**src/hw/rtl/swfd_pkg.sv**
```systemverilog
// ============================================================================
// swfd_pkg
// Shared types and constants for the sliding window factor density block.
// ============================================================================
`default_nettype none

package swfd_pkg;

    localparam int CNT_W    = 13;   // factor count width
    localparam int IDX_W    = 32;   // window index width
    localparam int POS_W    = 32;   // position counter width
    localparam int DENS_W   = 36;   // Q20.16 density width
    localparam int SCALE_W  = 32;   // Q8.24 scale width
    localparam int WCFG_W   = 13;   // window_size register width
    localparam int STEP_W   = 16;   // step_size register width
    localparam int CFG_W    = 32;   // config data width
    localparam int CFG_IDX_W = 2;
    localparam int PROD_W   = CNT_W + SCALE_W;
    localparam int FRAC_SH  = 8;    // Q8.24 * int -> Q21.16

    localparam logic [CNT_W-1:0]  CNT_MAX   = {CNT_W{1'b1}};
    localparam logic [POS_W-1:0]  POS_MAX   = {POS_W{1'b1}};
    localparam logic [DENS_W-1:0] DENS_MAX  = {DENS_W{1'b1}};

    localparam logic [WCFG_W-1:0]  WSIZE_RST = WCFG_W'(1);
    localparam logic [STEP_W-1:0]  STEP_RST  = STEP_W'(1);
    localparam logic [SCALE_W-1:0] SCALE_RST = SCALE_W'(32'h0100_0000);

    // result queue
    localparam int FIFO_DEPTH = 8;
    localparam int FIFO_AW    = 3;
    localparam int FIFO_CW    = 4;

    typedef enum logic [CFG_IDX_W-1:0] {
        CFG_WINDOW_SIZE   = 2'd0,
        CFG_STEP_SIZE     = 2'd1,
        CFG_DENSITY_SCALE = 2'd2
    } t_cfg_idx;

    // per-item control handed to the ring stage
    typedef struct packed {
        logic             first;
        logic             bit_in;
        logic             leave_ok;
        logic             emit;
        logic             excl;
        logic [IDX_W-1:0] wnum;
    } t_item_ctl;

    // completed window, count resolved
    typedef struct packed {
        logic [IDX_W-1:0] wnum;
        logic [CNT_W-1:0] count;
        logic             excl;
    } t_win;

    typedef struct packed {
        logic [IDX_W-1:0]  window_index;
        logic [CNT_W-1:0]  factor_count;
        logic [DENS_W-1:0] density;
        logic              excluded;
    } t_result;

endpackage

`default_nettype wire

```
**src/hw/rtl/swfd_scale.sv**
```systemverilog
// ============================================================================
// swfd_scale
// Density scaling: count times Q8.24 scale, shift to Q21.16, saturate to Q20.16.
// ============================================================================
`default_nettype none

module swfd_scale (
    input  wire logic                          i_clk,
    input  wire logic                          i_rst_n,
    input  wire logic                          i_win_vld,
    input  wire swfd_pkg::t_win                i_win,
    input  wire logic [swfd_pkg::SCALE_W-1:0]  i_scale,
    output logic                               o_res_vld,
    output swfd_pkg::t_result                  o_res
);

    localparam int SH_W = swfd_pkg::PROD_W - swfd_pkg::FRAC_SH;

    logic                          r_vld;
    logic [swfd_pkg::PROD_W-1:0]   r_prod;
    swfd_pkg::t_win                r_win;
    logic [SH_W-1:0]               shifted;
    logic [swfd_pkg::DENS_W-1:0]   dens;

    always_ff @(posedge i_clk) begin
        if (!i_rst_n) begin
            r_vld <= 1'b0;
        end else begin
            r_vld <= i_win_vld;
        end
    end

    always_ff @(posedge i_clk) begin
        if (i_win_vld) begin
            r_prod <= swfd_pkg::PROD_W'(i_win.count) * swfd_pkg::PROD_W'(i_scale);
            r_win  <= i_win;
        end
    end

    always_comb begin
        shifted = r_prod[swfd_pkg::PROD_W-1:swfd_pkg::FRAC_SH];
        if (|shifted[SH_W-1:swfd_pkg::DENS_W]) begin
            dens = swfd_pkg::DENS_MAX;
        end else begin
            dens = shifted[swfd_pkg::DENS_W-1:0];
        end
        o_res.window_index = r_win.wnum;
        o_res.factor_count = r_win.count;
        o_res.density      = r_win.excl ? '0 : dens;
        o_res.excluded     = r_win.excl;
    end

    assign o_res_vld = r_vld;

endmodule

`default_nettype wire

```
**config.mk**
```make
export PLATFORM = sky130hd
export DESIGN_NAME = swfd_scale
export DESIGN_NICKNAME = d
export VERILOG_FILES = /design/src/hw/rtl/swfd_pkg.sv /design/src/hw/rtl/swfd_scale.sv
export SDC_FILE = /design/constraint.sdc
export NUM_CORES = 1
export LEC_CHECK = 0
export BUFFER_PORTS_ARGS = -buffer_cell sky130_fd_sc_hd__buf_2
export CORE_UTILIZATION = 60
export DETAILED_ROUTE_END_ITERATION = 10
export PLACE_DENSITY = 0.84
export SYNTH_ARGS = -nofsm -noshare
export SYNTH_HDL_FRONTEND = slang
export SYNTH_SLANG_ARGS = --single-unit
```
**constraint.sdc**
```tcl
create_clock -name i_clk -period 10.15 [get_ports i_clk]
set_input_delay 0.5075 -clock i_clk [delete_from_list [all_inputs] [get_ports i_clk]]
set_output_delay 0.5075 -clock i_clk [all_outputs]
set_load 0.02 [all_outputs]
```
# [Yosys cells after proc, flatten, opt, wreduce, memory -nomap -nowiden]
# Index checks and enable logic that the tools add are counted.
[word_totals] reg_bits=92 latchBits=0 ramBits=0 rom_bits=0 in_bits=81 output_inout_bits=83 n_memories=0
[op_classes] addsub=0 n_mul=1 div=0 n_lt_le_gt_ge=0 eq_ne=0 shift=0 n_mux=2 n_bitwise=0 reduce_logical=0
[op_table] cell="2-to-1 mux 36 bit" n=2
[op_table] cell="multiplier 13 x 32 -> 45 bit" n=1

# [Longest topological paths before layout]
# Gate-level depths: netlist (run 1).
[depth] depth_word=2 ltp_mapped=23 ltp_nobuf=22

# [Worst setup path before layout (run 1)]
# Ideal clock, no wire load.
[synth_path] path_type="input -> register" startpoint="in i_scale[20] in the netlist's numbering" endpoint="reg r_prod[44] in the netlist's numbering (data pin)" t_arrival_ns=5.741 t_required_ns=9.888 path_slack_ns=4.147 stages=22 path_buffers=1 cell_sequence="clkbuf_1 > and2_1 > fa_1 > inv_1 > fa_1 > inv_1 > fa_1 > fa_1 > inv_1 > fa_1 > inv_1 > ha_1 > nand2_1 > o21a_1 > a211o_1 > a21oi_1 > nand2_2 > a311oi_4 > a31oi_1 > or3_4 > a311oi_2 > xnor2_1"
[synth_via] elab_chain_len=1
[synth_rtl] element="from (decl)" line_no="swfd_scale.sv:12" text="input wire logic [swfd_pkg::SCALE_W-1:0] i_scale,"
[synth_rtl] element="multiplier 13 x 32 -> 45 bit" line_no="swfd_scale.sv:35" text="r_prod <= swfd_pkg::PROD_W'(i_win.count) * swfd_pkg::PROD_W'(i_scale);"
[synth_rtl] element="to (signal assigned)" line_no="swfd_scale.sv:35"
[synth_rtl] element="to (decl)" line_no="swfd_scale.sv:20" text="logic [swfd_pkg::PROD_W-1:0] r_prod;"
# Every way passes these cells.
# A chain may end at the register's enable or synchronous reset.

# [Worst setup path in the final report (run 1)]
[layout_path] startpoint="in i_win[8] in the netlist's numbering" endpoint="reg r_prod[44] in the netlist's numbering (data pin)"
[layout_via] elab_chain_len=1
[layout_rtl] element="from (decl)" line_no="swfd_scale.sv:11" text="input wire swfd_pkg::t_win i_win,"
[layout_rtl] element="multiplier 13 x 32 -> 45 bit" line_no="swfd_scale.sv:35"
# Every way passes these cells.

==> results of run 1 <==
[critical path: cells and delay by family]
family	cells	cell delay, ns
adder cells (fa/ha/maj)	6	2.87
AO/OA/AOI/OAI	6	1.60
AND/OR/NAND/NOR	4	0.85
buffers and inverters	4	0.74
XOR/XNOR	1	0.11
[power breakdown]
group	total [mW]	internal (mW)	switching (mW)	leakage, nW
clock network	0.358	0.175	0.183	0.148
logic	4.46	1.86	2.60	7.31
registers	0.766	0.741	0.0250	0.820
[final cells by class]
type / instances / area, sq um
multi-input cells: 1070 / 11000
well taps: 324 / 405
inverters: 362 / 1360
clock inverters: 7 / 76.3
fillers: 1857 / 8150
clock buffers: 9 / 225
repair buffers: 165 / 833
flip-flops and latches: 84 / 2510
[metal layers]
metal  GRT usage [%]  up-vias
met4            13.0        0
met5               0        -
li1                -     4853
met2            50.4      609
met1            38.4     5514
met3            5.08      109
[cells in the mapped netlist (all sizes together), types with 2 or more instances]
library cell  number  area (sq um)
a21o              12          90.1
and2             184          1150
edfxtp            83          2490
nand2b             3          18.8
o21bai             3          22.5
a31oi              5          31.3
o21ai             15          78.8
nor3               2          10.0
nor2b              3          18.8
a21oi             35           175
xor2              11          96.3
a311oi             2          41.3
inv              362          1360
fa               329          6590
nand4              6          37.5
a41oi              3          33.8
nor2              90           338
ha                86          1080
xnor2             24           210
nand2            245           922
clkbuf            79           297
o21a               2          15.0
[registers in the layout, indices dropped and copies added (netlist names)]
| name | count |
|---|---|
| r_prod | 37 |
| o_res_vld | 1 |
| o_res | 46 |
[path summary, 6_finish.rpt]
| check | endpoint | slack, ns |
|---|---|---|
| worst max-delay path | r_prod[44] | 3.57 |
| worst min-delay path | o_res[60] | 0.31 |
[metrics by stage]
step / area [sq um] / utilization (%)
4_1_cts: 16500 / 66.9
2_1_floorplan: 15200 / -
3_5_place_dp: 16200 / 65.6
5_1_grt: 16500 / 66.9
6_report: 16500 / 66.9
3_3_place_gp: 16200 / 65.6
[logic make-up (layout without fill, tap and decap cells)]
family	Yosys count	after routing
buffers and inverters	442	543
flip-flops	84	84
AND/OR/NAND/NOR	537	537
adder cells (fa/ha/maj)	415	415
AO/OA/AOI/OAI	83	83
XOR/XNOR	35	35
==> flow_summary.json, run 1 <==
{
  "outcome": "completed",
  "setup_violations": 0,
  "worstPathArrival_ns": 6.70,
  "portBuffers": 163,
  "post-cts-setup-buffers": 0,
  "fin_tns_setup_ns": 0,
  "first_pass_iters": 5,
  "wl_met2_mm": 17.3,
  "max_cap_violations": 0,
  "synth_top_family_by_area": "adder cells",
  "synth_xor_area_share_pct": 2.02,
  "grt_pass1_vias": 12200,
  "grt_max_degree": 85,
  "required_ns": 10.27,
  "placementRows": 57,
  "dieWidth_microns": 161,
  "period_minus_slack_ns": 6.58,
  "rsz0062_at_grt": "no",
  "synth_compound_area_share_pct": 3.58,
  "vias": 11100,
  "avgSynthCellArea_sq_um": 9.53,
  "antenna_found_initial": 0,
  "critPathLaunchType": "input port",
  "hold_class": "in2reg",
  "grt_usage_pct": 29.9,
  "drc": 0,
  "core_area_sq_um": 24600,
  "numCtsBuffers": 9,
  "final-max-slew-violation-count": 0,
  "cts_hold_buffers": 0,
  "synth_warnings": 0,
  "root_buffer": "clkbuf_16",
  "drt_iter0_markers": 826,
  "syn_area_sq_um": 15200,
  "vias_per_cell": 5.48,
  "crit_start": "i_win[8]",
  "ys_ff_latch": 84,
  "worst_path_largest_cell_delay_ns": 0.59,
  "seq_area_frac_synth_pct": 16.5,
  "worstPathMaxFanout": 33,
  "power_mw": 5.59,
  "synth_mux_area_share_pct": 0,
  "ys_types": 38,
  "nets": 2188,
  "topRoutingLayerUsed": "met4",
  "crit_slowest_cell": "buf_2",
  "layout-drive-gt1-share_pct": 11.1,
  "hp-start": "i_win[24]",
  "syn_nets": 2092,
  "synth_adder_area_share_pct": 50.4,
  "route.met3.wl_mm": 3.23,
  "whs_ns": 0.310,
  "area_growth_pct": 8.15,
  "grt_pass1_wl_mm": 60.0,
  "layout_commonest_cell": "inv_1",
  "dp_hpwl_mm": 27.0,
  "max_freq_ghz": 0.152,
  "cp_common_cell": "fa_1",
  "end_kind": "flop",
  "hold_viol": 0,
  "synth_cells": 1596,
  "cts.sinks": 84,
  "worst_pin_slew_ns": 1.10,
  "place_congestion": 0.870,
  "drtAntennaViolNets": 0,
  "routedWlPerCell_microns": 17.6,
  "synth_enable_flop_cells": 83,
  "pre_cts_slack_ns": 3.27,
  "postRouteWirelength_mm": 35.6,
  "leakagePower_nw": 8.28,
  "fin_ws_ns": 3.57,
  "crit_chain": "buf_2 -> nand2_1 -> fa_1 -> inv_1 -> fa_1 -> fa_1 -> fa_1 -> inv_1 -> fa_1 -> inv_1 -> ha_1 -> nand2_1 -> o21a_1 -> a211o_1 -> a21oi_1 -> nand2_2 -> a311oi_4 -> a31oi_1 -> or3_4 -> a311oi_2 -> xnor2_1",
  "cts_max_level": 3,
  "diodes": 0,
  "ys.flop_type": "edfxtp_1",
  "pin_count": 164,
  "cts_resized": 0,
  "chipHeight_microns": 161,
  "holdPathStages": 1,
  "cts_tree": "yes",
  "synth-simple-area-share_pct": 16.6,
  "path_class": "in2reg",
  "grt_overflow": 0,
  "cts_buffer_depth": 2,
  "power.density_nw_per_um2": 340,
  "mostFrequentLayoutCells": "inv_1 (362), fa_1 (329), nand2_1 (244), and2_1 (184), buf_2 (162)",
  "relSlewSlack_pct": 26.4,
  "start_util_pct": 61.8,
  "place_inst": 2005,
  "instances_no_fill": 2021,
  "clk_pin_slew_worst_paths_ns": 0.08,
  "die-area_sq_um": 26000,
  "final.period_utilization_pct": 64.9,
  "wirelength_met1_mm": 13.7,
  "ir_worst_vdd_v": 0.000532,
  "postSynth.asyncResetShare_pct": 0
}
Power figures use the tool's default switching activity.
==> inputs of run 2 (changes only) <==
--- a/config.mk
+++ b/config.mk
@@ -5,10 +5,11 @@
 export SDC_FILE = /design/constraint.sdc
 export NUM_CORES = 1
 export LEC_CHECK = 0
+export ABC_AREA = 1
 export BUFFER_PORTS_ARGS = -buffer_cell sky130_fd_sc_hd__buf_2
-export CORE_UTILIZATION = 60
+export CORE_UTILIZATION = 57
 export DETAILED_ROUTE_END_ITERATION = 10
-export PLACE_DENSITY = 0.84
+export PLACE_DENSITY = 0.83
 export SYNTH_ARGS = -nofsm -noshare
 export SYNTH_HDL_FRONTEND = slang
 export SYNTH_SLANG_ARGS = --single-unit
==> constraint.sdc (replaced) <==
create_clock -name i_clk -period 5.7 [get_ports i_clk]
set_input_delay 0.285 -clock i_clk [delete_from_list [all_inputs] [get_ports i_clk]]
set_output_delay 0.285 -clock i_clk [all_outputs]
set_load 0.02 [all_outputs]
==> run 2 against run 1 <==
Net effect: cell count increased by 30%; cell area increased by 11%; synthesized cell count grew 32%; global-route usage increased by 0.37 points; highest routed layer unchanged; hold slack lost 0.22 ns; non-clock buffer count up 30; via count up 24%; critical path type unchanged; first-iteration DRC count rose by 14%; sequential share of layout area decreased by 1.6 points; setup slack got worse by 3.3 ns.
==> flow_summary.json, run 2 <==
{
  "drtAntennaViolNets": 0,
  "grt_overflow": 0,
  "vias": 13700,
  "syn_nets": 2609,
  "ys_types": 31,
  "clk_pin_slew_worst_paths_ns": 0.08,
  "first_pass_iters": 5,
  "end_kind": "flop",
  "dp_hpwl_mm": 35.9,
  "place_congestion": 0.949,
  "ys.flop_type": "edfxtp_1",
  "cts_buffer_depth": 2,
  "vias_per_cell": 5.21,
  "synth_most_common_cell": "inv_1",
  "portBuffers": 163,
  "root_buffer": "clkbuf_16",
  "synth_warnings": 0,
  "synth_enable_flop_cells": 83,
  "synthTopCellsByCount": "inv_1 (619), nand2_1 (564), fa_1 (329)",
  "grt_pass1_wl_mm": 71.7,
  "wirelength_met1_mm": 16.2,
  "critPathLaunchType": "input port",
  "nFillCells": 2445,
  "grt_pass1_vias": 14700,
  "avgSynthCellArea_sq_um": 7.90,
  "cts_max_level": 3,
  "largest_register_ffs": 46,
  "grt_max_degree": 85,
  "postRouteWirelength_mm": 42.7,
  "pre_cts_slack_ns": -0.113,
  "final.period_utilization_pct": 95.4,
  "mostFrequentLayoutCells": "inv_1 (619), nand2_1 (564), fa_1 (329), buf_2 (162), nor2_1 (158)",
  "placementRows": 62,
  "required_ns": 5.83,
  "synth_top_cell_by_area": "fa_1",
  "cts_resized": 0,
  "area_growth_pct": 9.70,
  "grt_usage_pct": 30.3,
  "cts.sinks": 84,
  "synth_cells": 2113,
  "antenna_found_initial": 0,
  "nets": 2736,
  "cts_hold_buffers": 0,
  "max_freq_ghz": 0.184,
  "layout-drive-gt1-share_pct": 10.2,
  "crit_start": "i_win[6]",
  "worstPathArrival_ns": 5.57,
  "seq_area_frac_synth_pct": 15.0,
  "ys_ff_latch": 84,
  "worst_pin_slew_ns": 1.10,
  "relSlewSlack_pct": 26.3,
  "numCtsBuffers": 9,
  "layout_commonest_cell": "inv_1",
  "rsz0062_at_grt": "no",
  "topRoutingLayerUsed": "met4",
  "dieWidth_microns": 173,
  "drc": 0,
  "routedWlPerCell_microns": 16.2,
  "path_class": "in2reg",
  "max_cap_violations": 0,
  "cts_tree": "yes",
  "final-max-slew-violation-count": 0,
  "core_area_sq_um": 28800,
  "drt_iter0_markers": 943,
  "ys_top_cells_by_area": "fa_1 (39%), edfxtp_1 (15%), inv_1 (14%)",
  "wl_met2_mm": 22.0,
  "chipHeight_microns": 173,
  "whs_ns": 0.0926,
  "fin_ws_ns": 0.260,
  "setup_violations": 0,
  "hold_class": "in2reg",
  "endpoint": "r_prod[28]",
  "diodes": 0,
  "syn_area_sq_um": 16700,
  "outcome": "completed",
  "pin_count": 164,
  "start_util_pct": 58.0,
  "synth_top_area_share_pct": 39.4,
  "period_minus_slack_ns": 5.44,
  "route.met3.wl_mm": 2.88,
  "die-area_sq_um": 30000,
  "post-cts-setup-buffers": 0,
  "worstPathMaxFanout": 22,
  "hold_viol": 0,
  "postSynth.asyncResetShare_pct": 0
}
-- run 2: cell types whose count changed after synthesis, sizes merged, moves of 9 or more --
cell / before / now
nand3: 1 / 33
xnor2: 24 / 6
nand2: 245 / 571
and2: 184 / 1
a21oi: 35 / 44
o21ai: 15 / 24
inv: 362 / 621
nor2: 90 / 162
-- run 2: metrics by stage --
stage | cell area, sq um | setup TNS (ns) | utilization [%] | instances
floorplan | 16700 | 0 | - | 2113
finish | 18300 | 0 | 63.6 | 2629
global route | 18300 | 0 | 63.6 | 2629
detailed placement | 18000 | -0.113 | 62.6 | 2613
global placement | 18000 | -0.0268 | 62.6 | 2613
CTS | 18300 | 0 | 63.6 | 2629
-- run 2: logic make-up after synthesis --
kind of cell | synth area share (%)
compound gates | 3.57
xor+xnor | 1.31
fa+ha+maj | 45.9
buf+inv | 15.7
flops | 15.0
simple gates | 18.4
-- run 2: layout make-up --
cell class	count	area (sq um)	area share, %
multi-input cells	1329	11600	63.1
flip-flops and latches	84	2510	13.7
well taps	384	480	2.62
inverters	621	2330	12.7
repair buffers	195	1130	6.19
clock buffers	9	225	1.23
clock inverters	7	76.3	0.417
-- run 2: worst min-delay path by stage --
stage	startpoint	end	slack (ns)	cells after the start
finish	i_win[14]	o_res[50]	0.09	1
global route	i_win[17]	o_res[53]	0.09	1
CTS	i_win[14]	o_res[50]	0.09	1
detailed placement	i_win[38]	o_res[74]	0.46	1
global placement	i_win[27]	o_res[63]	0.46	1
floorplan	i_win_vld	o_res_vld	0.38	2
-- run 2: layer usage --
| metal | GRT usage, % | vias to the layer above |
|---|---|---|
| met5 | 0 | - |
| met4 | 11.8 | 0 |
| met3 | 4.42 | 138 |
| met2 | 54.6 | 645 |
| met1 | 36.5 | 6649 |
| li1 | - | 6268 |
-- run 2: critical path: stages --
cell and delay, ns:
buf_2 0.46, buf_4 0.25, nand2_1 0.07, fa_1 0.44
fa_1 0.56, inv_1 0.06, fa_1 0.53, fa_1 0.50
inv_1 0.05, fa_1 0.48, inv_1 0.04, ha_1 0.41
nand2_1 0.14, nor2_1 0.22, inv_1 0.11, nor2_1 0.13
inv_1 0.09, nor3_2 0.20, a21oi_1 0.19, xnor2_1 0.35
Power of run 2 is not shown: default switching activity piles up to over one toggle a cycle in this logic, so the estimate is an artifact.
