===== config.mk =====
export PLATFORM = sky130hd
export DESIGN_NAME = swfd_ofifo
export DESIGN_NICKNAME = d
export VERILOG_FILES = /design/src/hw/rtl/swfd_pkg.sv /design/src/hw/rtl/swfd_ofifo.sv
export SDC_FILE = /design/constraint.sdc
export NUM_CORES = 1
export LEC_CHECK = 0
export BUFFER_PORTS_ARGS = -buffer_cell sky130_fd_sc_hd__clkbuf_2
export CORE_MARGIN = 5
export CORE_UTILIZATION = 65
export DETAILED_ROUTE_END_ITERATION = 6
export GPL_TIMING_DRIVEN = 0
export PLACE_DENSITY = 0.85
export REMOVE_ABC_BUFFERS = 1
export SLEW_MARGIN = 20
export SYNTH_ARGS = -nofsm -noshare
export SYNTH_HDL_FRONTEND = slang
export SYNTH_SLANG_ARGS = --single-unit

===== constraint.sdc =====
create_clock -name i_clk -period 22.9 [get_ports i_clk]
set_clock_uncertainty 0.2 [all_clocks]
set_input_delay 3.435 -clock i_clk [delete_from_list [all_inputs] [get_ports i_clk]]
set_output_delay 3.435 -clock i_clk [all_outputs]
set_load 0.01 [all_outputs]

===== src/hw/rtl/swfd_pkg.sv =====
// ============================================================================
// swfd_pkg
// Shared types and constants for the sliding window factor density block.
// ============================================================================
`default_nettype none

package swfd_pkg;

    localparam int CNT_W    = 13;   // factor count width
    localparam int IDX_W    = 32;   // window index width
    localparam int POS_W    = 32;   // position counter width
    localparam int DENS_W   = 36;   // Q20.16 density width
    localparam int SCALE_W  = 32;   // Q8.24 scale width
    localparam int WCFG_W   = 13;   // window_size register width
    localparam int STEP_W   = 16;   // step_size register width
    localparam int CFG_W    = 32;   // config data width
    localparam int CFG_IDX_W = 2;
    localparam int PROD_W   = CNT_W + SCALE_W;
    localparam int FRAC_SH  = 8;    // Q8.24 * int -> Q21.16

    localparam logic [CNT_W-1:0]  CNT_MAX   = {CNT_W{1'b1}};
    localparam logic [POS_W-1:0]  POS_MAX   = {POS_W{1'b1}};
    localparam logic [DENS_W-1:0] DENS_MAX  = {DENS_W{1'b1}};

    localparam logic [WCFG_W-1:0]  WSIZE_RST = WCFG_W'(1);
    localparam logic [STEP_W-1:0]  STEP_RST  = STEP_W'(1);
    localparam logic [SCALE_W-1:0] SCALE_RST = SCALE_W'(32'h0100_0000);

    // result queue
    localparam int FIFO_DEPTH = 8;
    localparam int FIFO_AW    = 3;
    localparam int FIFO_CW    = 4;

    typedef enum logic [CFG_IDX_W-1:0] {
        CFG_WINDOW_SIZE   = 2'd0,
        CFG_STEP_SIZE     = 2'd1,
        CFG_DENSITY_SCALE = 2'd2
    } t_cfg_idx;

    // per-item control handed to the ring stage
    typedef struct packed {
        logic             first;
        logic             bit_in;
        logic             leave_ok;
        logic             emit;
        logic             excl;
        logic [IDX_W-1:0] wnum;
    } t_item_ctl;

    // completed window, count resolved
    typedef struct packed {
        logic [IDX_W-1:0] wnum;
        logic [CNT_W-1:0] count;
        logic             excl;
    } t_win;

    typedef struct packed {
        logic [IDX_W-1:0]  window_index;
        logic [CNT_W-1:0]  factor_count;
        logic [DENS_W-1:0] density;
        logic              excluded;
    } t_result;

endpackage

`default_nettype wire


===== src/hw/rtl/swfd_ofifo.sv =====
// ============================================================================
// swfd_ofifo
// Result queue between the pipeline and the output channel.
// ============================================================================
`default_nettype none

module swfd_ofifo (
    input  wire logic                           i_clk,
    input  wire logic                           i_rst_n,
    input  wire logic                           i_push,
    input  wire swfd_pkg::t_result              i_data,
    input  wire logic                           i_pop_rdy,
    output logic                                o_vld,
    output swfd_pkg::t_result                   o_data,
    output logic [swfd_pkg::FIFO_CW-1:0]        o_cnt
);

    swfd_pkg::t_result               q [swfd_pkg::FIFO_DEPTH];
    logic [swfd_pkg::FIFO_AW-1:0]    r_wptr, r_rptr;
    logic [swfd_pkg::FIFO_CW-1:0]    r_cnt;
    logic                            pop;

    assign o_vld  = (r_cnt != '0);
    assign pop    = o_vld && i_pop_rdy;
    assign o_data = q[r_rptr];
    assign o_cnt  = r_cnt;

    always_ff @(posedge i_clk) begin
        if (i_push) begin
            q[r_wptr] <= i_data;
        end
    end

    always_ff @(posedge i_clk) begin
        if (!i_rst_n) begin
            r_wptr <= '0;
            r_rptr <= '0;
            r_cnt  <= '0;
        end else begin
            if (i_push) begin
                r_wptr <= r_wptr + swfd_pkg::FIFO_AW'(1);
            end
            if (pop) begin
                r_rptr <= r_rptr + swfd_pkg::FIFO_AW'(1);
            end
            r_cnt <= r_cnt + swfd_pkg::FIFO_CW'(i_push) - swfd_pkg::FIFO_CW'(pop);
        end
    end

endmodule

`default_nettype wire


== Word-level counts from Yosys, hierarchy flattened ==
Memory sizes are Yosys's and may differ from the RTL's. A register that Yosys moved wholly into a read port is not among the register bits.
Index checks and enable logic that the tools add are counted.

* Register bits after elaboration: 10
* Memory bits (writable): 656
* Input bits: 86
* Output and inout port bits: 87
* Word-level logic and storage cells: 14
* Memories: 1

* $add $sub $neg: 4
* Muxes and demuxes: 4
* Reduce and logical (&&, ||, !) cells: 2

{| class="wikitable"
|+ Memory list
! name !! words !! width !! read ports !! clocked after memory_dff !! write ports !! line !! text
|-
| q || 8 || 82 || 1 || 1 || 1 || swfd_ofifo.sv:18 || <nowiki>swfd_pkg::t_result q [swfd_pkg::FIFO_DEPTH];</nowiki>
|}

{| class="wikitable"
|+ Operators by type and width
! cell !! count
|-
| $add 3x1->3 const B || 2
|-
| $mux 3 || 2
|-
| $add 4x1->4 || 1
|-
| $reduce_bool 4->1 || 1
|-
| $sub 4x1->4 || 1
|-
| $mux 1 || 2
|-
| $logic_and 1x1->1 || 1
|}

== Depth between registers and ports, before layout ==
Gate-level depths: netlist of run 1.

* Depth in word-level cells: 4
* Mapped depth: 10
* Depth with buffers taken out: 10

== Worst setup path after synthesis of run 1 ==
No wires, ideal clock.

* Path kind: input-to-reg
* Start: in i_push
* End: mem q[0][0] in the netlist's numbering (enable)
* Setup time: 0.623 ns
* Arrival time: 9.086 ns
* Required time: 22.077 ns
* Setup slack: 12.991 ns
* Stages: 2
* Buffers on the path: 0
* Path through: nand2b_1 -> nor3_1

* Word-level cells in the longest chain between the ends: 2

{| class="wikitable"
|+ RTL lines
! what !! line !! text
|-
| start: declaration || swfd_ofifo.sv:10 || <nowiki>input wire logic i_push,</nowiki>
|-
| $mux 1 || swfd_ofifo.sv:29 || <nowiki>if (i_push) begin</nowiki>
|-
| $mux 1 (not written as such) || swfd_ofifo.sv:30 || <nowiki>q[r_wptr] <= i_data;</nowiki>
|-
| end: declaration || swfd_ofifo.sv:18 ||
|}

No other way between the ends.

==> flow_summary.html, run 1 <==
<table>
<tr><th>Metric</th><th>Value</th></tr>
<tr><th colspan="2">Drt</th></tr>
<tr><td>Total wire length</td><td>about 52 mm</td></tr>
<tr><td>Via/cell ratio</td><td>roughly 6.3</td></tr>
<tr><td>Final ANT Viol Nets</td><td>0</td></tr>
<tr><td>DRC marker count from the first detailed-route iteration</td><td>between 900 and 1000</td></tr>
<tr><td>DRC violations left</td><td>0</td></tr>
<tr><td>Routed vias</td><td>roughly 12000</td></tr>
<tr><td>Routed len/inst</td><td>around 28 microns</td></tr>
<tr><td>Total iterations of the first detailed-routing run</td><td>5</td></tr>
<tr><th colspan="2">Logic synthesis</th></tr>
<tr><td>Most common flop cell mapped by yosys</td><td>edfxtp_1</td></tr>
<tr><td>Unique cell type count in the Yosys netlist</td><td>26</td></tr>
<tr><td>Mapped Cells</td><td>around 1000</td></tr>
<tr><td>#FFs+latches synth</td><td>approximately 670</td></tr>
<tr><td>Most frequent cell after synthesis</td><td>edfxtp_1</td></tr>
<tr><td>Warning count from the yosys run</td><td>0</td></tr>
<tr><td>Async set-reset flop share out of synthesis</td><td>0</td></tr>
<tr><td>Mean instance size in the synthesized netlist</td><td>approximately 26 sq um</td></tr>
<tr><td>Proportion of synthesized chip area in sequential cells</td><td>0.767</td></tr>
<tr><td>Post-Syn Area</td><td>between 20000 and 30000 sq um</td></tr>
<tr><td>Number of flops mapped to enable cells by yosys</td><td>~660</td></tr>
<tr><td>Most frequent cells after synthesis</td><td>edfxtp_1 (656), mux4_1 (138), mux2_2 (82)</td></tr>
<tr><td>Proportion of netlist area held by the largest area contributor</td><td>0.757</td></tr>
<tr><td>Cell taking the most area after synthesis</td><td>edfxtp_1</td></tr>
<tr><td>Synth area leaders</td><td>edfxtp_1 (76%), mux4_1 (14%), mux2_2 (3.5%)</td></tr>
<tr><th colspan="2">Pwr</th></tr>
<tr><td>Switching component of the power</td><td>~640 uW</td></tr>
<tr><td>Static leakage</td><td>about 10 nW</td></tr>
<tr><td>Portion of total power attributed to the clock network</td><td>0.366</td></tr>
<tr><td>Switching share of power</td><td>0.226</td></tr>
<tr><td>Maximum ir drop on the vdd rail</td><td>around 0.075 mV</td></tr>
<tr><td>Combinational group share of total power</td><td>0.143</td></tr>
<tr><td>Areal power density over the cells</td><td>94.1 nW/um^2</td></tr>
<tr><td>Fraction of power consumed by sequential logic</td><td>0.491</td></tr>
<tr><td>Cell-internal power</td><td>~2.2 mW</td></tr>
<tr><th colspan="2">Critical path</th></tr>
<tr><td>Critical path's top delay family</td><td>multiplexers</td></tr>
<tr><td>Most Frequent Cell on Critical Path</td><td>buf_16</td></tr>
<tr><td>Maximum fanout along the worst path</td><td>approximately 40</td></tr>
<tr><td>Setup Crit Path Kind</td><td>reg -&gt; out</td></tr>
<tr><td>Number of buffer and inverter instances along the worst setup path</td><td>3</td></tr>
<tr><td>Critical path cell sequence</td><td>buf_16 &gt; buf_16 &gt; mux4_1 &gt; mux2_2 &gt; clkbuf_2</td></tr>
<tr><td>Critical path endpoint category</td><td>output port</td></tr>
<tr><td>Critical path required time</td><td>between 15 and 20 ns</td></tr>
<tr><td>Worst path max stage delay</td><td>0.65 ns</td></tr>
<tr><td>R2r setup slk</td><td>20.28 ns</td></tr>
<tr><td>Slowest-stage cell, CP</td><td>mux4_1</td></tr>
<tr><td>Signal arrival time at the worst endpoint</td><td>between 2 and 3 ns</td></tr>
<tr><td>Sort of element at the start of the critical path</td><td>flip-flop</td></tr>
<tr><th colspan="2">Global routing</th></tr>
<tr><td>Via count of the first global-routing pass</td><td>12351</td></tr>
<tr><td>Wire length of the first global-routing pass</td><td>between 70 and 80 mm</td></tr>
<tr><td>Aggregate global-route resource usage</td><td>0.236</td></tr>
<tr><td>GRT overflow</td><td>0</td></tr>
<tr><td>Number of antenna violations at the first check in global routing</td><td>4</td></tr>
<tr><td>Maximum number of pins on one net before global-route repair</td><td>52</td></tr>
<tr><th colspan="2">Clock tree</th></tr>
<tr><td>CTS HTree Levels</td><td>3</td></tr>
<tr><td>Num CTS Buffers</td><td>66</td></tr>
<tr><td>Clock Latency Late Sink</td><td>0.57 ns</td></tr>
<tr><td>CTS Hold Buffers Added</td><td>0</td></tr>
<tr><td>Clock buffer depth</td><td>3</td></tr>
<tr><td>Clock slew at the register clock pins of the worst setup and hold paths</td><td>0.05 ns</td></tr>
<tr><td>CTS tree</td><td>yes</td></tr>
<tr><td>Buffer type at the clock tree root</td><td>clkbuf_16</td></tr>
<tr><td>Post-CTS setup buffer count</td><td>0</td></tr>
<tr><td>Sinks on Clock Net</td><td>between 600 and 700</td></tr>
<tr><td>Cells resized by post-CTS repair</td><td>0</td></tr>
<tr><th colspan="2">Die</th></tr>
<tr><td>Die width</td><td>about 210 microns</td></tr>
<tr><td>I/O pin count</td><td>173</td></tr>
<tr><td>Starting density of the core</td><td>0.656</td></tr>
<tr><td>Number of cell rows</td><td>73</td></tr>
<tr><td>Vertical die dimension</td><td>approximately 210 microns</td></tr>
<tr><td>Die footprint</td><td>44100 sq um</td></tr>
<tr><td>Core area</td><td>roughly 40000 sq um</td></tr>
<tr><th colspan="2">Timing</th></tr>
<tr><td>Setup slack of the critical path after layout</td><td>between 15 and 20 ns</td></tr>
<tr><td>Actual transition at the worst max-transition pin</td><td>a little over 0.8 ns</td></tr>
<tr><td>Unrepaired setup endpoints after global routing</td><td>no</td></tr>
<tr><td>Final period demand of the worst path</td><td>roughly 6.5 ns</td></tr>
<tr><td># setup viols final</td><td>0</td></tr>
<tr><td>Peak Freq</td><td>around 0.15 GHz</td></tr>
<tr><td>Slew HR</td><td>0.454</td></tr>
<tr><td>WHS</td><td>around 0.33 ns</td></tr>
<tr><td>Final critical-path share of the clock period</td><td>0.286</td></tr>
<tr><td>Sum Neg Setup Slack</td><td>0 ns</td></tr>
<tr><td>Max-slew violations</td><td>0</td></tr>
<tr><td>Fin. Hold Viols</td><td>0</td></tr>
<tr><th colspan="2">Placed design</th></tr>
<tr><td>Weighted congestion reported at the end of routability-driven placement</td><td>just under 0.7</td></tr>
<tr><td>Detailed-placement wirelength estimate</td><td>roughly 30 mm</td></tr>
<tr><td>Dpl cells</td><td>1733</td></tr>
<tr><td>Worst Setup Slack post-DPL</td><td>between 15 and 20 ns</td></tr>
<tr><td>IO Port Bufs</td><td>approximately 170</td></tr>
<tr><th colspan="2">Job</th></tr>
<tr><td>Number of max-cap violations</td><td>0</td></tr>
<tr><th colspan="2">Finish</th></tr>
<tr><td>Share of layout cells above drive strength 1</td><td>0.333</td></tr>
<tr><td>FILL cells</td><td>~2000</td></tr>
<tr><td>Layout overhead on the synthesized area</td><td>16.5%</td></tr>
<tr><td>Number of standard cells in the final layout excluding fillers</td><td>roughly 1900</td></tr>
<tr><td>Number of nets at the end of the flow</td><td>around 1400</td></tr>
<tr><th colspan="2">Hold path</th></tr>
<tr><td>Min-delay worst type</td><td>reg -&gt; reg</td></tr>
<tr><th colspan="2">Run status</th></tr>
<tr><td>Outcome</td><td>completed</td></tr>
</table>
-- through the flow --
step           instance area (sq um)  utilization  total power, mW
6_report                       30300        0.764             2.85
5_1_grt                        30300        0.764             2.95
4_1_cts                        30300        0.764             2.88
3_5_place_dp                   28200        0.711             1.84
3_3_place_gp                   27000        0.682             1.84
2_1_floorplan                  25500            -             1.69
-- cell usage in the layout, fill, tap and decap left out, types with 2 or more instances in the layout --
cell / count
buf_8: 2
mux4_2: 26
nand2b_1: 6
clkbuf_16: 71
clkbuf_2: 172
diode_2: 2
mux2_2: 82
dfxtp_4: 3
buf_16: 21
buf_6: 10
nand2_1: 9
clkbuf_1: 17
inv_6: 2
ha_1: 6
bufinv_16: 5
buf_12: 14
clkinv_1: 13
buf_4: 16
clkinv_2: 6
edfxtp_1: 656
dfxtp_1: 10
and2_1: 4
mux4_1: 138
xnor2_1: 2
nor2b_1: 2
nor2_4: 6
mux2i_1: 9
nor3_2: 2
inv_1: 4
-- registers in the layout, summed over array words and instances, names as in the netlist, named ones only --
| signal | flops |
|---|---|
| q | 656 |
| o_cnt | 4 |
| r_rptr | 3 |
| r_wptr | 3 |
-- final timing paths --
check        startpoint         to  cells past startpoint
max           flip-flop  o_data[9]                      5
min           r_rptr[1]  r_rptr[1]                      2
max reg2reg   r_wptr[2]    q[0][2]                      6
min reg2reg   r_rptr[1]  r_rptr[1]                      2
-- power by group through the flow --
stage | logic [mW] | clock network, mW | registers [mW]
floorplan | 0.233 | 0 | 1.45
global placement | 0.359 | 0 | 1.48
detailed placement | 0.409 | 0 | 1.43
CTS | 0.414 | 1.06 | 1.40
global route | 0.433 | 1.12 | 1.40
finish | 0.407 | 1.04 | 1.40
-- layer usage --
| layer | GRT usage | share of wire | up-vias |
|---|---|---|---|
| li1 | - | - | 5005 |
| met1 | 0.314 | 0.39 | 6136 |
| met2 | 0.404 | 0.53 | 449 |
| met3 | 0.0554 | 0.069 | 63 |
| met4 | 0.0614 | 0.017 | 2 |
| met5 | 0 | 0.00025 | - |
-- cell families after synthesis --
logic type      after synthesis  synth area share
flops                       669             0.767
buf+inv                      50            0.0205
mux                         255             0.201
simple gates                 33           0.00635
compound gates                2          0.000481
fa+ha+maj                     7           0.00366
xor+xnor                      3           0.00101
-- final cells by class --
| type | instances | area (sq um) | area share |
|---|---|---|---|
| sequential | 669 | 20000 | 0.659 |
| clock inverter | 27 | 254 | 0.00838 |
| antenna | 2 | 5.00 | 0.000165 |
| inverter | 4 | 15.0 | 0.000495 |
| timing repair buffer | 235 | 1980 | 0.0654 |
| multi-input combinational | 300 | 5580 | 0.184 |
| clock buffer | 88 | 1840 | 0.0607 |
| tap | 525 | 657 | 0.0217 |
-- worst reg2reg max path: cells and delay by family (launching register included) --
kind / cells / cell delay [ns]
buffers and inverters: 4 / 0.79
DFF: 1 / 0.32
and+or+nand+nor: 2 / 1.03
Power figures use the tool's default switching activity.
==> inputs of run 2 (changes only) <==
--- a/config.mk
+++ b/config.mk
@@ -7,10 +7,10 @@
 export LEC_CHECK = 0
 export BUFFER_PORTS_ARGS = -buffer_cell sky130_fd_sc_hd__clkbuf_2
 export CORE_MARGIN = 5
-export CORE_UTILIZATION = 65
+export CORE_UTILIZATION = 60
 export DETAILED_ROUTE_END_ITERATION = 6
 export GPL_TIMING_DRIVEN = 0
-export PLACE_DENSITY = 0.85
+export PLACE_DENSITY = 0.79
 export REMOVE_ABC_BUFFERS = 1
 export SLEW_MARGIN = 20
 export SYNTH_ARGS = -nofsm -noshare
==> constraint.sdc (replaced) <==
create_clock -name i_clk -period 6.02 [get_ports i_clk]
set_clock_uncertainty 0.2 [all_clocks]
set_input_delay 0.903 -clock i_clk [delete_from_list [all_inputs] [get_ports i_clk]]
set_output_delay 0.903 -clock i_clk [all_outputs]
set_load 0.01 [all_outputs]
==> flow_summary.html, run 2 (synthesized netlist as in run 1, its figures left out) <==
<table>
<tr><th>Metric</th><th>Value</th></tr>
<tr><th colspan="2">Clock tree</th></tr>
<tr><td>CTS Hold Buffers Added</td><td>0 (unchanged)</td></tr>
<tr><td>Clock slew at the register clock pins of the worst setup and hold paths</td><td>0.06 ns (about the same)</td></tr>
<tr><td>Sinks on Clock Net</td><td>669 (unchanged)</td></tr>
<tr><td>CTS tree</td><td>yes</td></tr>
<tr><td>Cells resized by post-CTS repair</td><td>0 (unchanged)</td></tr>
<tr><td>Clock Latency Late Sink</td><td>0.57 ns (about the same)</td></tr>
<tr><td>Num CTS Buffers</td><td>67 (+1.5%)</td></tr>
<tr><td>Clock buffer depth</td><td>3 (unchanged)</td></tr>
<tr><td>Buffer type at the clock tree root</td><td>clkbuf_16</td></tr>
<tr><td>Post-CTS setup buffer count</td><td>0 (unchanged)</td></tr>
<tr><td>CTS HTree Levels</td><td>3 (unchanged)</td></tr>
<tr><th colspan="2">Job</th></tr>
<tr><td>Number of max-cap violations</td><td>0 (unchanged)</td></tr>
<tr><th colspan="2">Timing</th></tr>
<tr><td>Sum Neg Setup Slack</td><td>0 ns (unchanged)</td></tr>
<tr><td>Slew HR</td><td>0.496 (+0.0425)</td></tr>
<tr><td>Final period demand of the worst path</td><td>slightly above 4 ns</td></tr>
<tr><td>Final critical-path share of the clock period</td><td>0.683</td></tr>
<tr><td>Peak Freq</td><td>0.243 GHz</td></tr>
<tr><td>Max-slew violations</td><td>0 (unchanged)</td></tr>
<tr><td># setup viols final</td><td>0 (unchanged)</td></tr>
<tr><td>Actual transition at the worst max-transition pin</td><td>0.751 ns (-0.0635 ns)</td></tr>
<tr><td>Unrepaired setup endpoints after global routing</td><td>no</td></tr>
<tr><td>Fin. Hold Viols</td><td>0 (unchanged)</td></tr>
<tr><th colspan="2">Critical path</th></tr>
<tr><td>Number of buffer and inverter instances along the worst setup path</td><td>3 (unchanged)</td></tr>
<tr><td>Sort of element at the start of the critical path</td><td>flip-flop</td></tr>
<tr><td>Critical path cell sequence</td><td>buf_16 &gt; buf_16 &gt; mux4_1 &gt; mux2_2 &gt; clkbuf_2</td></tr>
<tr><td>Maximum fanout along the worst path</td><td>40 (-2.4%)</td></tr>
<tr><td>Setup Crit Path Kind</td><td>reg -&gt; out</td></tr>
<tr><td>Worst path max stage delay</td><td>0.74 ns (+0.09 ns)</td></tr>
<tr><td>Signal arrival time at the worst endpoint</td><td>3.01 ns (+0.10 ns)</td></tr>
<tr><td>Critical path required time</td><td>4.92 ns (-14.35 ns)</td></tr>
<tr><td>Most Frequent Cell on Critical Path</td><td>buf_16</td></tr>
<tr><td>Worst Reg2Reg Path Length in Cells</td><td>6 (unchanged)</td></tr>
<tr><td>RR Startpoint</td><td>r_wptr[2]</td></tr>
<tr><td>Critical path's top delay family</td><td>multiplexers</td></tr>
<tr><td>R2r setup slk</td><td>3.40 ns (-16.88 ns)</td></tr>
<tr><td>Slowest-stage cell, CP</td><td>dfxtp_4</td></tr>
<tr><td>Endpoint of the worst-slack reg-to-reg timing path</td><td>q[0][81]</td></tr>
<tr><td>Critical path endpoint category</td><td>output port</td></tr>
<tr><th colspan="2">Finish</th></tr>
<tr><td>Share of layout cells above drive strength 1</td><td>0.337 (+0.00402)</td></tr>
<tr><td>Layout overhead on the synthesized area</td><td>16.8%</td></tr>
<tr><td>Utilization after layout</td><td>0.707 (-0.0573)</td></tr>
<tr><td>FILL cells</td><td>2482 (+25%)</td></tr>
<tr><td>Number of nets at the end of the flow</td><td>1373 (+0.29%)</td></tr>
<tr><td>Flip-flop count of the largest register, all copies and words added</td><td>656 (unchanged)</td></tr>
<tr><td>Most frequent standard cell in the layout excluding fill and tap cells</td><td>edfxtp_1</td></tr>
<tr><td>Diode insertion count for antenna repair</td><td>0 (-2)</td></tr>
<tr><td>Register containing the most flip-flops in the final layout</td><td>q</td></tr>
<tr><td>Most used cells in the layout excluding fill and tap cells</td><td>edfxtp_1 (656), clkbuf_2 (172), mux4_1 (138), mux2_2 (82), clkbuf_16 (71)</td></tr>
<tr><th colspan="2">Drt</th></tr>
<tr><td>Total wire length</td><td>49.5 mm (-4.4%)</td></tr>
<tr><td>Routed len/inst</td><td>25.9 microns (-7.6%)</td></tr>
<tr><td>DRC marker count from the first detailed-route iteration</td><td>844 (-8.5%)</td></tr>
<tr><td>Total iterations of the first detailed-routing run</td><td>5 (unchanged)</td></tr>
<tr><td>Routed vias</td><td>11501 (-1.3%)</td></tr>
<tr><td>Final ANT Viol Nets</td><td>0 (unchanged)</td></tr>
<tr><td>Via/cell ratio</td><td>6.01 (-4.6%)</td></tr>
<tr><td>DRC violations left</td><td>0 (unchanged)</td></tr>
<tr><th colspan="2">Global routing</th></tr>
<tr><td>Via count of the first global-routing pass</td><td>12202 (-1.2%)</td></tr>
<tr><td>Number of antenna violations at the first check in global routing</td><td>4 (unchanged)</td></tr>
<tr><td>GRT overflow</td><td>0 (unchanged)</td></tr>
<tr><td>Wire length of the first global-routing pass</td><td>75.4 mm (-2.1%)</td></tr>
<tr><td>Aggregate global-route resource usage</td><td>0.212 (-0.0238)</td></tr>
<tr><td>Maximum number of pins on one net before global-route repair</td><td>49 (-5.8%)</td></tr>
<tr><th colspan="2">Die</th></tr>
<tr><td>Number of cell rows</td><td>76 (+4.1%)</td></tr>
<tr><td>Starting density of the core</td><td>0.605 (-0.0510)</td></tr>
<tr><td>Vertical die dimension</td><td>218 microns (+3.9%)</td></tr>
<tr><td>Core area</td><td>43000 sq um (+8.4%)</td></tr>
<tr><td>Die width</td><td>218 microns (+3.9%)</td></tr>
<tr><td>I/O pin count</td><td>173 (unchanged)</td></tr>
<tr><td>Die footprint</td><td>47600 sq um (+7.9%)</td></tr>
<tr><th colspan="2">Hold path</th></tr>
<tr><td>Launch point of the worst hold path</td><td>r_rptr[2]</td></tr>
<tr><td>WHS Path Cells</td><td>2 (unchanged)</td></tr>
<tr><td>Min-delay worst type</td><td>reg -&gt; reg</td></tr>
<tr><th colspan="2">Pwr</th></tr>
<tr><td>Static leakage</td><td>10.1 nW (+0.17%)</td></tr>
<tr><td>Maximum ir drop on the vdd rail</td><td>0.300 mV (+300%)</td></tr>
<tr><td>Areal power density over the cells</td><td>356 nW/um^2 (+280%)</td></tr>
<tr><th colspan="2">Placed design</th></tr>
<tr><td>Weighted congestion reported at the end of routability-driven placement</td><td>0.696 (+2.1%)</td></tr>
<tr><td>Detailed-placement wirelength estimate</td><td>30.2 mm (-0.71%)</td></tr>
<tr><td>IO Port Bufs</td><td>172 (unchanged)</td></tr>
<tr><th colspan="2">Run status</th></tr>
<tr><td>Outcome</td><td>completed</td></tr>
</table>
-- run 2: area by class of cell --
cell class	count	area (sq um)	area share
flip-flops and latches	669	20000	0.657
repair buffers	238	1990	0.0655
inverters	4	15.0	0.000494
clock buffers	89	1840	0.0607
well taps	585	732	0.0241
clock inverters	28	262	0.00860
multi-input cells	300	5580	0.184
-- run 2: metal layers --
metal	global-route usage	vias up	wire [microns]
met5	0	-	53
met4	0.0498	8	697
met3	0.0485	59	3140
met2	0.357	354	25300
met1	0.291	6054	20300
li1	-	5026	-
-- run 2: worst reg2reg max path, cell delays in order (launching register included) --
cell      delay, ns
dfxtp_1        0.34
nand2b_1       0.34
nor3_2         0.66
buf_4          0.31
buf_6          0.16
buf_4          0.17
buf_6          0.16
-- run 2: power breakdown --
| part | internal [mW] | total (mW) | switching [mW] |
|---|---|---|---|
| Sequential | 5.25 | 5.34 | 0.0857 |
| Combinational | 0.783 | 1.51 | 0.731 |
| Clock | 2.36 | 3.98 | 1.61 |
| Total | 8.40 | 10.8 | 2.43 |
-- run 2: per-stage QoR --
| step | cells | instance area, sq um | hold slack, ns | total power, mW | worst slack [ns] |
|---|---|---|---|---|---|
| 4_1_cts | 1913 | 30400 | 0.304 | 11.0 | 1.84 |
| 3_5_place_dp | 1796 | 28300 | 0.290 | 6.97 | 2.47 |
| 2_1_floorplan | 973 | 25500 | 0.256 | 6.42 | -1.36 |
| 6_report | 1913 | 30400 | 0.297 | 10.8 | 1.91 |
| 5_1_grt | 1913 | 30400 | 0.344 | 11.2 | 1.78 |
| 3_3_place_gp | 1730 | 27100 | 0.263 | 7.02 | -7.63 |
-- run 2: worst max path at each step --
stage | start | endpoint | depth (start not counted)
2_1_floorplan | i_push | q[0][0] | 2
3_3_place_gp | i_push | q[4][45] | 3
3_5_place_dp | flip-flop | o_data[64] | 5
4_1_cts | flip-flop | o_data[72] | 5
5_1_grt | flip-flop | o_data[39] | 5
6_report | flip-flop | o_data[7] | 5
==> inputs of run 3 (changes only) <==
--- a/config.mk
+++ b/config.mk
@@ -7,10 +7,10 @@
 export LEC_CHECK = 0
 export BUFFER_PORTS_ARGS = -buffer_cell sky130_fd_sc_hd__clkbuf_2
 export CORE_MARGIN = 5
-export CORE_UTILIZATION = 60
+export CORE_UTILIZATION = 54
 export DETAILED_ROUTE_END_ITERATION = 6
 export GPL_TIMING_DRIVEN = 0
-export PLACE_DENSITY = 0.79
+export PLACE_DENSITY = 0.75
 export REMOVE_ABC_BUFFERS = 1
 export SLEW_MARGIN = 20
 export SYNTH_ARGS = -nofsm -noshare
==> constraint.sdc (replaced) <==
create_clock -name i_clk -period 3.3 [get_ports i_clk]
set_clock_uncertainty 0.2 [all_clocks]
set_input_delay 0.495 -clock i_clk [delete_from_list [all_inputs] [get_ports i_clk]]
set_output_delay 0.495 -clock i_clk [all_outputs]
set_load 0.01 [all_outputs]
==> flow_summary.html, run 3 (synthesized netlist as in run 1, its figures left out) <==
<table>
<tr><th>Metric</th><th>Value</th></tr>
<tr><th colspan="2">Run status</th></tr>
<tr><td>Outcome</td><td>completed</td></tr>
<tr><th colspan="2">Job</th></tr>
<tr><td>Number of max-cap violations</td><td>0 (unchanged)</td></tr>
<tr><th colspan="2">Timing</th></tr>
<tr><td># setup viols final</td><td>0 (unchanged)</td></tr>
<tr><td>Final period demand of the worst path</td><td>approximately 3.2 ns</td></tr>
<tr><td>Final critical-path share of the clock period</td><td>0.973</td></tr>
<tr><td>Slew HR</td><td>0.437 (-0.0595)</td></tr>
<tr><td>Unrepaired setup endpoints after global routing</td><td>no</td></tr>
<tr><td>Setup slack of the critical path after layout</td><td>0.0895 ns (-1.82 ns)</td></tr>
<tr><td>Fin. Hold Viols</td><td>0 (unchanged)</td></tr>
<tr><td>Max-slew violations</td><td>0 (unchanged)</td></tr>
<tr><td>Actual transition at the worst max-transition pin</td><td>0.840 ns (+0.0888 ns)</td></tr>
<tr><td>Sum Neg Setup Slack</td><td>0 ns (unchanged)</td></tr>
<tr><td>WHS</td><td>0.0875 ns (-0.210 ns)</td></tr>
<tr><td>Peak Freq</td><td>0.311 GHz</td></tr>
<tr><th colspan="2">Drt</th></tr>
<tr><td>Via/cell ratio</td><td>5.89 (-2.0%)</td></tr>
<tr><td>Total iterations of the first detailed-routing run</td><td>4 (-1)</td></tr>
<tr><td>DRC violations left</td><td>0 (unchanged)</td></tr>
<tr><td>Final ANT Viol Nets</td><td>0 (unchanged)</td></tr>
<tr><td>Routed vias</td><td>11996 (+4.3%)</td></tr>
<tr><td>Routed len/inst</td><td>25.7 microns (-0.53%)</td></tr>
<tr><td>DRC marker count from the first detailed-route iteration</td><td>804 (-4.7%)</td></tr>
<tr><td>Total wire length</td><td>52.4 mm (+5.9%)</td></tr>
<tr><th colspan="2">Critical path</th></tr>
<tr><td>Setup Crit Path Kind</td><td>reg -&gt; out</td></tr>
<tr><td>Sort of element at the start of the critical path</td><td>flip-flop</td></tr>
<tr><td>Critical path required time</td><td>2.60 ns (-2.32 ns)</td></tr>
<tr><td>Critical path endpoint category</td><td>output port</td></tr>
<tr><td>RR Startpoint</td><td>r_wptr[2]</td></tr>
<tr><td>Signal arrival time at the worst endpoint</td><td>2.52 ns (-0.49 ns)</td></tr>
<tr><td>Endpoint of the worst-slack reg-to-reg timing path</td><td>q[0][74]</td></tr>
<tr><td>Maximum fanout along the worst path</td><td>47 (+18%)</td></tr>
<tr><td>Worst Reg2Reg Path Length in Cells</td><td>6 (unchanged)</td></tr>
<tr><td>R2r setup slk</td><td>0.50 ns (-2.90 ns)</td></tr>
<tr><th colspan="2">Clock tree</th></tr>
<tr><td>Sinks on Clock Net</td><td>669 (unchanged)</td></tr>
<tr><td>Clock Latency Late Sink</td><td>0.59 ns (+0.02 ns)</td></tr>
<tr><td>Num CTS Buffers</td><td>69 (+3.0%)</td></tr>
<tr><td>Clock slew at the register clock pins of the worst setup and hold paths</td><td>0.06 ns (about the same)</td></tr>
<tr><td>Buffer type at the clock tree root</td><td>clkbuf_16</td></tr>
<tr><td>CTS tree</td><td>yes</td></tr>
<tr><td>CTS HTree Levels</td><td>3 (unchanged)</td></tr>
<tr><td>Clock buffer depth</td><td>3 (unchanged)</td></tr>
<tr><th colspan="2">Pwr</th></tr>
<tr><td>Static leakage</td><td>10.6 nW (+5.0%)</td></tr>
<tr><td>Areal power density over the cells</td><td>640 nW/um^2 (+80%)</td></tr>
<tr><td>Maximum ir drop on the vdd rail</td><td>0.546 mV (+82%)</td></tr>
<tr><td>Post-layout power</td><td>20.2 mW (+87%)</td></tr>
<tr><th colspan="2">Placed design</th></tr>
<tr><td>IO Port Bufs</td><td>172 (unchanged)</td></tr>
<tr><td>Detailed-placement wirelength estimate</td><td>30.7 mm (+1.5%)</td></tr>
<tr><td>Cell Area, Placed</td><td>28300 sq um (about the same)</td></tr>
<tr><td>Dpl cells</td><td>1824 (+1.6%)</td></tr>
<tr><td>Weighted congestion reported at the end of routability-driven placement</td><td>0.688 (-1.2%)</td></tr>
<tr><td>Worst Setup Slack post-DPL</td><td>-0.0453 ns (-2.52 ns)</td></tr>
<tr><th colspan="2">Global routing</th></tr>
<tr><td>Via count of the first global-routing pass</td><td>12771 (+4.7%)</td></tr>
<tr><td>Wire length of the first global-routing pass</td><td>78.4 mm (+3.9%)</td></tr>
<tr><td>Number of antenna violations at the first check in global routing</td><td>1 (-3)</td></tr>
<tr><td>Maximum number of pins on one net before global-route repair</td><td>52 (+6.1%)</td></tr>
<tr><td>GRT overflow</td><td>0 (unchanged)</td></tr>
<tr><td>Aggregate global-route resource usage</td><td>0.198 (-0.0140)</td></tr>
<tr><th colspan="2">Hold path</th></tr>
<tr><td>WHS Path Cells</td><td>3 (+1)</td></tr>
<tr><td>Launch point of the worst hold path</td><td>i_pop_rdy</td></tr>
<tr><td>Min-delay worst type</td><td>in -&gt; reg</td></tr>
<tr><th colspan="2">Die</th></tr>
<tr><td>Core area</td><td>47700 sq um (+11%)</td></tr>
<tr><td>Vertical die dimension</td><td>229 microns (+5.2%)</td></tr>
<tr><td>Number of cell rows</td><td>80 (+5.3%)</td></tr>
<tr><td>I/O pin count</td><td>173 (unchanged)</td></tr>
<tr><td>Die footprint</td><td>52700 sq um (+11%)</td></tr>
<tr><td>Starting density of the core</td><td>0.545 (-0.0604)</td></tr>
<tr><td>Die width</td><td>229 microns (+5.2%)</td></tr>
<tr><th colspan="2">Finish</th></tr>
<tr><td>Diode insertion count for antenna repair</td><td>0 (unchanged)</td></tr>
<tr><td>Final non-filler cell area</td><td>31600 sq um (+3.8%)</td></tr>
<tr><td>Share of layout cells above drive strength 1</td><td>0.329 (-0.00800)</td></tr>
<tr><td>Number of standard cells in the final layout excluding fillers</td><td>2036 (+6.4%)</td></tr>
<tr><td>Most used cells in the layout excluding fill and tap cells</td><td>edfxtp_1 (656), clkbuf_2 (172), mux4_1 (138), mux2_2 (82), dlygate4sd3_1 (82)</td></tr>
<tr><td>Layout overhead on the synthesized area</td><td>21.3%</td></tr>
<tr><td>Register containing the most flip-flops in the final layout</td><td>q</td></tr>
<tr><td>Area of combinational cells with multiple inputs</td><td>5580 sq um (unchanged)</td></tr>
<tr><td>Register Area</td><td>20000 sq um (unchanged)</td></tr>
<tr><td>Utilization after layout</td><td>0.661 (-0.0463)</td></tr>
<tr><td>Most frequent standard cell in the layout excluding fill and tap cells</td><td>edfxtp_1</td></tr>
<tr><td>Number of nets at the end of the flow</td><td>1469 (+7.0%)</td></tr>
<tr><td>Flip-flop count of the largest register, all copies and words added</td><td>656 (unchanged)</td></tr>
<tr><td>FILL cells</td><td>2976 (+20%)</td></tr>
</table>
## run 3: changes by cell type in the layout (fill, tap and decap cells not counted), sizes merged
cell         previous run  this run
clkinv                 20        25
bufbuf                  0         3
dlygate4sd3             0        82
clkinvlp                2         1
clkbuf                261       254
buf                    66        74
bufinv                  5         4
inv                     5         9
## run 3: final cells by class
cell class	count	area share
clock buffers	81	0.0595
clock inverters	35	0.00900
inverters	4	0.000476
multi-input cells	300	0.177
flip-flops and latches	669	0.633
well taps	615	0.0244
repair buffers	332	0.0969
## run 3: power breakdown
group | switching (mW) | total, mW | internal [mW]
Sequential | 0.130 | 9.71 | 9.58
Combinational | 1.44 | 3.04 | 1.61
Clock | 3.08 | 7.45 | 4.36
## run 3: worst max path at each step
stage	start	end	slack, ns	cells after the start
after global routing	flip-flop	o_data[49]	0.001	5
after global placement	i_push	q[0][8]	-10.45	3
after CTS	flip-flop	o_data[49]	0.01	5
after floorplan	i_push	q[0][0]	-3.67	2
after detailed placement	flip-flop	o_data[55]	-0.05	6
final	flip-flop	o_data[49]	0.09	5
## run 3: worst max-delay path, stage by stage, from the launching register on
cell and delay (ns):
dfxtp_4 0.54, buf_16 0.25, buf_16 0.26, mux4_1 0.34
mux2_2 0.31, clkbuf_2 0.14
## run 3: timing repair
item / 4_1_cts / 5_1_grt
hold buffers: 82 / 0
resized for setup: 2 / 1
setup endpoints to repair: 69 / 21
hold endpoints to repair: 656 / 0
setup buffers: 8 / 0
cloned: 5 / 1
## run 3: metal layers
metal  share of wire  global-route usage  wire (microns)
met4           0.018              0.0530             928
met1            0.43               0.282           22500
met2            0.49               0.320           25700
met3           0.061              0.0415            3200
met5         0.00021                   0              11
